$ cat src/sv/lroe_pkg.sv
// Shared constants, types and command/status bundles of the line run extractor.
`default_nettype none
package lroe_pkg;

   // Longest line in pixels; a line that reaches it ends there.
   localparam int LINE_LEN   = 2048;
   localparam int AW         = $clog2(LINE_LEN);
   localparam int KW         = AW;
   localparam int LW         = $clog2(LINE_LEN + 1);
   localparam int SUM_W      = $clog2(LINE_LEN * 255 + 1);
   localparam int NUM_W      = SUM_W + 8;
   localparam int DCW        = $clog2(NUM_W);
   localparam int PSW        = LW + 2;
   localparam int THR_W      = 20;
   localparam int OUT_W      = 12;
   localparam int LUM_W      = 17;
   localparam int CSR_IDX_W  = 3;
   localparam int CSR_DATA_W = 9;

   typedef enum logic [CSR_IDX_W-1:0] {
      CSR_MODE           = 3'd0,
      CSR_START_LEVEL    = 3'd1,
      CSR_RUN_LEVEL      = 3'd2,
      CSR_TRIM_RATIO     = 3'd3,
      CSR_EDGE_THRESHOLD = 3'd4
   } csr_index_type;

   typedef struct packed {
      logic [OUT_W-1:0]        position_x2;
      logic [OUT_W-1:0]        thickness;
      logic signed [LUM_W-1:0] luminosity;
   } result_type;

   typedef struct packed {
      logic step;
      logic calc_thr;
      logic rd_front;
      logic adv_front;
      logic init_back;
      logic rd_back;
      logic adv_back;
      logic div_init;
      logic div_step;
      logic push;
   } cmd_type;

   typedef struct packed {
      logic close_now;
      logic front_end;
      logic trim_hit;
      logic back_end;
      logic div_last;
      logic full;
   } sts_type;

endpackage
`default_nettype wire

$ cat src/sv/lroe_ctrl.sv
// Controller: accepts pixels and sequences the trim walk and mean division.
`default_nettype none
module lroe_ctrl (
   input  wire logic              clock,
   input  wire logic              reset,
   input  wire logic              req_valid,
   output logic                   req_ready,
   input  wire lroe_pkg::sts_type sts,
   output lroe_pkg::cmd_type      cmd
);

   typedef enum logic [8:0] {
      S_IDLE  = 9'b000000001,
      S_THR   = 9'b000000010,
      S_FRD   = 9'b000000100,
      S_FCMP  = 9'b000001000,
      S_BRD   = 9'b000010000,
      S_BCMP  = 9'b000100000,
      S_DINIT = 9'b001000000,
      S_DIV   = 9'b010000000,
      S_PUSH  = 9'b100000000
   } state_type;

   state_type state_ff, state_in;

   // Take a pixel only when idle and a result slot is free
   assign req_ready = (state_ff == S_IDLE) && !sts.full;

   // Next state and commands
   always_comb begin
      state_in = state_ff;
      cmd      = '0;
      case (state_ff)
         S_IDLE: begin
            if (req_valid && req_ready) begin
               cmd.step = 1'b1;
               if (sts.close_now) state_in = S_THR;
            end
         end
         S_THR: begin
            cmd.calc_thr = 1'b1;
            state_in     = S_FRD;
         end
         S_FRD: begin
            if (sts.front_end) begin
               state_in = S_IDLE;
            end else begin
               cmd.rd_front = 1'b1;
               state_in     = S_FCMP;
            end
         end
         S_FCMP: begin
            if (sts.trim_hit) begin
               cmd.adv_front = 1'b1;
               state_in      = S_FRD;
            end else begin
               cmd.init_back = 1'b1;
               state_in      = S_BRD;
            end
         end
         S_BRD: begin
            if (sts.back_end) begin
               state_in = S_DINIT;
            end else begin
               cmd.rd_back = 1'b1;
               state_in    = S_BCMP;
            end
         end
         S_BCMP: begin
            if (sts.trim_hit) begin
               cmd.adv_back = 1'b1;
               state_in     = S_BRD;
            end else begin
               state_in = S_DINIT;
            end
         end
         S_DINIT: begin
            cmd.div_init = 1'b1;
            state_in     = S_DIV;
         end
         S_DIV: begin
            cmd.div_step = 1'b1;
            if (sts.div_last) state_in = S_PUSH;
         end
         S_PUSH: begin
            if (!sts.full) begin
               cmd.push = 1'b1;
               state_in = S_IDLE;
            end
         end
         default: state_in = S_IDLE;
      endcase
   end

   always_ff @(posedge clock) begin
      if (reset) state_ff <= S_IDLE;
      else       state_ff <= state_in;
   end

endmodule
`default_nettype wire

$ cat config.mk
export PLATFORM = sky130hd
export DESIGN_NAME = lroe_ctrl
export DESIGN_NICKNAME = d
export VERILOG_FILES = /design/src/sv/lroe_pkg.sv /design/src/sv/lroe_ctrl.sv
export SDC_FILE = /design/constraint.sdc
export NUM_CORES = 1
export LEC_CHECK = 0
export BUFFER_PORTS_ARGS = -buffer_cell sky130_fd_sc_hd__buf_2
export CAP_MARGIN = 10
export CORE_ASPECT_RATIO = 0.9
export CORE_MARGIN = 4
export CORE_UTILIZATION = 40
export CTS_BUF_LIST = sky130_fd_sc_hd__clkbuf_4 sky130_fd_sc_hd__clkbuf_8 sky130_fd_sc_hd__clkbuf_16
export DETAILED_ROUTE_END_ITERATION = 8
export PLACE_DENSITY_LB_ADDON = 0.2
export SKIP_LAST_GASP = 1
export SYNTH_ARGS = -nofsm -noshare
export SYNTH_HDL_FRONTEND = slang
export SYNTH_SLANG_ARGS = --single-unit
$ cat constraint.sdc
create_clock -name clock -period 2 [get_ports clock]
set_clock_uncertainty 0.15 [all_clocks]
set_input_delay 0.2 -clock clock [delete_from_list [all_inputs] [get_ports clock]]
set_output_delay 0.2 -clock clock [all_outputs]
set_load 0.05 [all_outputs]
==> results of run 1 <==
==> report_power, final <==
group	internal, uW	switching (uW)	leakage (uW)
Clock	74.0	70.6	0.0000177
Combinational	38.8	45.8	0.000318
Sequential	182	5.31	0.0000743
==> how the worst max path moves through the flow <==
stage                      startpoint  slack (ps)  cells past startpoint  endpoint
after global placement    state_ff[2]         250                      5    cmd[4]
after floorplan           state_ff[1]        -120                      4    cmd[7]
final                     state_ff[4]         100                      5    cmd[8]
after CTS                 state_ff[3]         -10                      3    cmd[5]
after detailed placement  state_ff[3]         190                      5    cmd[4]
after global routing      state_ff[7]         -10                      5    cmd[9]
==> timing repair <==
action	CTS	global route
gates resized for setup	5	16
hold buffers	3	0
endpoints found under the hold margin	3	0
pin swaps	0	2
buffers inserted	0	0
setup endpoints to repair	4	11
==> critical path, cell delays in order (launching register included) <==
cell and delay, ps:
dfxtp_1 360, nor2_1 170, buf_4 150, nand2_1 120
nor3_1 200, buf_2 290
==> cell usage after synthesis (all sizes together) <==
cell type	instances	area [sq um]
dfxtp	9	180.2
nor2	9	36.29
nor3	7	40.04
nand2	6	22.52
nor4b	5	50.04
and3	4	26.28
a21oi	2	13.76
and3b	2	17.52
buf	2	16.26
inv	2	7.510
nand2b	2	20.02
nand3b	2	15.01
nor3b	2	15.01
nor4	2	25.02
xor2	2	17.52
a211o	1	8.760
a21o	1	15.01
a221o	1	10.01
a22oi	1	7.510
a2bb2oi	1	8.760
a31oi	1	6.260
and2	1	6.260
and4b	1	11.26
mux2	1	11.26
mux2i	1	10.01
nand3	1	5.000
nor2b	1	6.260
o2111a	1	11.26
o21ai	1	5.000
o21ba	1	10.01
or4	1	7.510
==> layout by cell type (no fill, tap or decap), types with 2 or more instances in the layout <==
cell type	count
dlygate4sd3_1	3
nor4b_1	2
nor3_2	2
nand3b_1	2
buf_6	2
dfxtp_1	4
nor4b_2	2
nor4_2	2
nor3_1	4
xor2_1	2
inv_1	2
and3_1	3
nor2_1	7
buf_4	4
buf_2	14
dfxtp_2	5
nand2_1	5
clkbuf_4	5
==> per-layer routing <==
layer	share of wire	global-route usage
met3	0.057	0.07541
met2	0.50	0.2656
met5	0	0
met1	0.42	0.1832
met4	0.017	0.07182
==> cell type report <==
| cell class | count | area [sq um] | share of cell area |
|---|---|---|---|
| flip-flops and latches | 9 | 186.4 | 0.2044 |
| repair buffers | 25 | 167.7 | 0.1838 |
| clock inverters | 1 | 5.005 | 0.005487 |
| inverters | 2 | 7.507 | 0.008230 |
| well taps | 22 | 27.53 | 0.03018 |
| clock buffers | 3 | 22.52 | 0.02469 |
| multi-input cells | 61 | 495.5 | 0.5432 |
==> metrics by stage <==
step	power [uW]	worst slack (ps)	TNS [ps]	cell area, sq um	hold WS, ps
after CTS	416.7	-10.42	-10.42	858.3	145.6
after floorplan	239.7	-121.3	-236.2	659.4	121.0
after detailed placement	265.2	191.9	0	788.3	267.2
after global routing	445.8	-9.811	-10.02	912.1	142.2
after global placement	263.5	246.4	0	788.3	262.5
final	416.3	101.4	0	912.1	140.1
==> kinds of logic (layout without fill, tap and decap cells) <==
kind of cell	after synthesis	count (layout)	synth area share
muxes	2	2	0.03307
and+or+nand+nor	46	46	0.4728
DFF	9	9	0.2802
buffers and inverters	4	31	0.03696
AOI/OAI and AO/OA	11	11	0.1498
xor gates and xnor gates	2	2	0.02724
==> flow_summary.ini, run 1 <==
[timing]
tightest_slew_ps = 447.1
drv_slew = 0
post-route-min-period_ps = 1899
setup_viol = 0
fmaxAchievable_mhz = 526.7
relSlewSlack = 0.6977
hold_viol = 0
finalCritPeriodShare = 0.9493

[clock_network]
cts_root_buf = clkbuf_4
clock-sinks = 9
clk_latency_ps = 270
cts_made_buffers = 3
clk_path_buf_depth = 2
htreeDepth = 1
cts_tree = done
clk_pin_slew_ps = 70

[finish]
fin_nets = 111
final-instance-count-excl-fill = 123
reg_top3 = state_ff: 9 flops
n_antenna_cell = 0
largest_reg_flops = 9
layout-drive-gt1-share = 0.5050
top_register = state_ff
postLayoutCoreUtil = 0.6162
syn_to_final_growth_pct = 41.83
fill_cells = 136

[worst_hold_path]
hold_depth = 3
hold_end = state_ff[1]
hold_class = in2reg
hold_start = sts[5]

[drt]
via_per_inst = 5.407
drc = 0
ant_nets = 0
routedWlPerCell_um = 14.03
first_pass_iters = 4
via_count = 665
totalWireLength_um = 1726
drt_iter0_markers = 16

[run]
max_cap_viol_count = 0

[critical_path]
endpoint_kind = output port
reg2reg_to = state_ff[0]
startpoint_type = register
crit_arrival_ps = 1550
r2r_slack_ps = 380
regToRegStartpoint = state_ff[7]
ff2ff_path_depth = 6
crit_fanout = 5
crit_required_ps = 1650
worstSetupPathType = reg2out

[floorplan]
die-area_sq_um = 2314
initial_core_util = 0.4345
ios = 20
rows = 13
die_y_um = 46.04
core-area_sq_um = 1480
die_w_um = 50.27

[placed_design]
dp_hpwl_um = 1259
dp.cells = 116
place.gp.congestion = 0.8087
portBuffers = 19

[yosys]
syn_nets = 83
ys_seq_area_frac = 0.2802
yosysWarnings = 0
yosysUniqueCellTypes = 38
ys_ff_latch = 9
synthCells = 74
syn-cell-area_sq_um = 643.1
avgSynthCellArea_sq_um = 8.691

[global_route]
grt_use_total = 0.1628
global_route.overflow_total = 0
grt_max_degree = 8
grt_pass1_wl_um = 2732
grt_pass1_vias = 635
antenna_found_initial = 0

[power]
leakagePower_uw = 0.0004099
ir_drop_uv = 340.7
power_density_nw_per_um2 = 456.4

[run_status]
status = finished clean
Note: power is estimated with default switching activity, not from simulation.
==> run 2: changes to the inputs <==
clock period = 2.4 ns   (was 2 ns; I/O delays follow)
==> flow_summary.ini, run 2 (synthesized netlist as in run 1, its figures left out) <==
[critical_path]
crit_arrival_ps = 1780
cp-endpoint = cmd[4]
reg2reg_to = state_ff[7]
cp-startpoint = state_ff[2]
regToRegStartpoint = state_ff[7]
ff2ff_path_depth = 5
startpoint_type = register
r2r_slack_ps = 760
crit_required_ps = 2010
crit_fanout = 6
worstSetupPathType = reg2out
endpoint_kind = output port

[timing]
fmaxAchievable_mhz = 460.5
grt_setup_unrepaired = no
relSlewSlack = 0.6592
setup_viol = 0
layout_setup_ws_ps = 228.2
tns_ps = 0
finalCritPeriodShare = 0.9049
hold_viol = 0
drv_slew = 0
post-route-min-period_ps = 2172
tightest_slew_ps = 504.1

[clock_network]
cts_root_buf = clkbuf_4
cts_made_buffers = 3
ctsHoldBuffers = 0
clk_latency_ps = 270
cts_tree = done
clock-sinks = 9
clk_pin_slew_ps = 60
ctsResizeCount = 0
clk_path_buf_depth = 2
htreeDepth = 1
cts_setup_buffers = 0

[power]
sw_frac_of_total = 0.2751
leakagePower_uw = 0.0003555
power_density_nw_per_um2 = 437.2
p_clk_frac = 0.382
seq_power_share = 0.447
p_sw_uw = 95.08
ir_drop_uv = 228.9
internal-power_uw = 250.6
combPwrFrac = 0.171

[floorplan]
die_y_um = 46.04
die_w_um = 50.27
core-area_sq_um = 1480
initial_core_util = 0.4345
die-area_sq_um = 2314
ios = 20
rows = 13

[global_route]
grt_pass1_wl_um = 2477
grt_use_total = 0.1481
grt_max_degree = 11
antenna_found_initial = 0
global_route.overflow_total = 0
grt_pass1_vias = 588

[finish]
fin_nets = 105
top_register = state_ff
layout-drive-gt1-share = 0.3789
multi_input_area_sq_um = 450.4
syn_to_final_growth_pct = 22.96
reg_top3 = state_ff: 9 flops
ff_latch_area_sq_um = 180.2
fill_cells = 157
largest_reg_flops = 9
final_cell_mix = buf_2 (19), dfxtp_1 (9), nor2_1 (8), nand2_1 (6), nor3_1 (5)
postLayoutCoreUtil = 0.5342
final_common_cell = buf_2
design_area_sq_um = 790.8
n_antenna_cell = 0

[drt]
totalWireLength_um = 1468
first_pass_iters = 4
drc = 0
ant_nets = 0
drt_iter0_markers = 20
via_per_inst = 5.487
routedWlPerCell_um = 12.55
via_count = 642

[placed_design]
post-place-ws_ps = 534.1
post_dp_cell_area_sq_um = 760.7
portBuffers = 19
place.gp.congestion = 0.8189
dp_hpwl_um = 1169

[run_status]
status = finished clean

[worst_hold_path]
hold_class = in2reg

[run]
max_cap_viol_count = 0
-- run 2: area by class of cell --
type                            count  area share
Tap cell                           22     0.03481
Multi-Input combinational cell     61      0.5696
Clock buffer                        4     0.03797
Sequential cell                     9      0.2278
Inverter                            2    0.009494
Timing Repair Buffer               19      0.1203
-- run 2: critical path, cell delays in order (launching register included) --
cell and delay (ps):
dfxtp_1 360, nor2_1 290, and3b_1 270, nand2_1 160
nor3_2 170, buf_2 270
-- run 2: how the worst min path moves through the flow --
stage	startpoint	endpoint	slack, ps	cells after the start
2_1_floorplan	sts[4]	state_ff[3]	160	1
3_3_place_gp	sts[2]	state_ff[5]	300	2
3_5_place_dp	sts[4]	state_ff[3]	310	2
4_1_cts	sts[4]	state_ff[3]	10	2
5_1_grt	sts[4]	state_ff[3]	20	2
6_report	sts[4]	state_ff[3]	30	2
-- run 2: power groups by stage --
| stage | Clock (uW) | Sequential (uW) | Combinational [uW] |
|---|---|---|---|
| after floorplan | 0 | 156 | 42.6 |
| after global placement | 0 | 158 | 58.6 |
| after detailed placement | 0 | 158 | 59.2 |
| after CTS | 138 | 155 | 59.2 |
| after global routing | 146 | 155 | 64.9 |
| final | 132 | 155 | 59.0 |
-- run 2: layer usage --
layer | up-vias | track usage | routed length, um
met1 | 300 | 0.1754 | 654
li1 | 321 | - | -
met2 | 17 | 0.2370 | 711
met4 | 0 | 0.08287 | 23
met5 | - | 0 | 0
met3 | 4 | 0.04918 | 78
-- run 2: metrics by stage --
step | total power (uW) | hold slack, ps | std cells
5_1_grt | 365.8 | 24.54 | 117
3_5_place_dp | 217.2 | 306.0 | 113
6_report | 345.7 | 28.26 | 117
3_3_place_gp | 216.4 | 304.3 | 113
4_1_cts | 352.0 | 14.82 | 117
2_1_floorplan | 199.0 | 161.0 | 74
==> run 3: changes to the inputs <==
clock period = 1.8 ns   (was 2.4 ns; I/O delays follow)
==> flow_summary.ini, run 3 (synthesized netlist as in run 1, its figures left out) <==
[clock_network]
clk_pin_slew_ps = 60
clk_path_buf_depth = 2
clock-sinks = 9
cts_root_buf = clkbuf_4
clk_latency_ps = 270
cts_tree = done
htreeDepth = 1
cts_made_buffers = 3

[timing]
layout_setup_ws_ps = -8.169
finalCritPeriodShare = 1.005
tightest_slew_ps = 394.4
grt_setup_unrepaired = yes
setup_viol = 3
drv_slew = 0
relSlewSlack = 0.7334
post-route-min-period_ps = 1808
fmaxAchievable_mhz = 553.0
hold_viol = 0

[finish]
syn_to_final_growth_pct = 72.76
final_common_cell = buf_4
n_antenna_cell = 0
ff_latch_area_sq_um = 202.7
design_area_sq_um = 1111
fill_cells = 116
reg_top3 = state_ff: 9 flops
postLayoutCoreUtil = 0.7506
layout-drive-gt1-share = 0.6306
multi_input_area_sq_um = 548.0
largest_reg_flops = 9
top_register = state_ff
final_cell_mix = buf_4 (15), buf_2 (8), clkbuf_4 (5), dfxtp_4 (5)
fin_nets = 121

[power]
power_density_nw_per_um2 = 443.3
ir_drop_uv = 449.7
leakagePower_uw = 0.0004843

[floorplan]
die-area_sq_um = 2314
die_w_um = 50.27
initial_core_util = 0.4345
die_y_um = 46.04
core-area_sq_um = 1480
rows = 13
ios = 20

[drt]
routedWlPerCell_um = 13.75
drt_iter0_markers = 4
via_count = 703
totalWireLength_um = 1829
drc = 0
first_pass_iters = 4
ant_nets = 0
via_per_inst = 5.286

[worst_hold_path]
hold_class = in2reg

[placed_design]
portBuffers = 19
post_dp_cell_area_sq_um = 823.3
place.gp.congestion = 0.8342
dp_hpwl_um = 1274

[critical_path]
reg2reg_to = state_ff[7]
r2r_slack_ps = 120
ff2ff_path_depth = 8
startpoint_type = register
cp-endpoint = cmd[9]
crit_arrival_ps = 1480
regToRegStartpoint = state_ff[2]
cp-startpoint = state_ff[1]
crit_required_ps = 1470
crit_fanout = 5
endpoint_kind = output port
worstSetupPathType = reg2out

[global_route]
global_route.overflow_total = 0
grt_max_degree = 8
grt_use_total = 0.1819
grt_pass1_wl_um = 3084
antenna_found_initial = 0
grt_pass1_vias = 713

[run_status]
failed_checks = negative setup slack
status = complete, but fails checks

[run]
max_cap_viol_count = 0
==> run 3: cell count changes in the layout (fill, tap and decap cells not counted), sizes merged <==
cell | previous run | this run
clkbuf | 4 | 5
dlygate4sd3 | 0 | 3
buf | 19 | 31
==> run 3: critical path, stage by stage, from the launching register on <==
cell     delay, ps
dfxtp_4        370
nor4b_4        350
nand2_4        110
nor3b_4        200
buf_6          180
==> run 3: area by class of cell <==
class                   count  share of cell area
repair buffers             35              0.2658
multi-input cells          61              0.4932
clock buffers               4             0.02703
flip-flops and latches      9              0.1824
well taps                  22             0.02477
inverters                   2            0.006757
==> run 3: layer usage <==
metal / wire length, um / track usage
met1: 747 / 0.2051
met2: 978 / 0.3255
met3: 73 / 0.06230
met4: 29 / 0.05525
met5: 0 / 0
==> run 3: repair_timing <==
| item | in CTS | in global routing |
|---|---|---|
| setup endpoints to repair | 11 | 11 |
| hold endpoints to repair | 5 | 0 |
| resized for setup | 37 | 18 |
| hold buffers | 3 | 0 |
| pin swaps | 8 | 5 |
| buffers inserted | 3 | 5 |
==> run 3: worst min path at each step <==
stage,start,to,slack [ps],cells past startpoint
after floorplan,sts[4],state_ff[3],100,1
after global placement,sts[4],state_ff[3],240,2
after detailed placement,sts[4],state_ff[3],250,2
after CTS,sts[5],state_ff[1],100,3
after global routing,sts[5],state_ff[1],120,3
final,sts[5],state_ff[1],100,3
==> run 3: stage by stage <==
step                total power, uW  worst slack, ps  cells  setup TNS [ps]  hold WS [ps]
CTS                           488.1           -16.25    128          -32.38         98.39
global route                  523.1           -115.4    133          -749.8         122.0
detailed placement            301.4            57.07    118               0         246.1
floorplan                     270.6           -301.3     74          -751.5         101.0
global placement              299.5            73.10    118               0         242.4
finish                        492.5           -8.169    133          -15.73         98.47
==> run 3: report_power, final <==
| part | switching, uW | leakage (uW) | internal (uW) |
|---|---|---|---|
| registers | 5.54 | 0.0000775 | 196 |
| logic | 59.5 | 0.000388 | 55.3 |
| clock network | 75.4 | 0.0000184 | 101 |
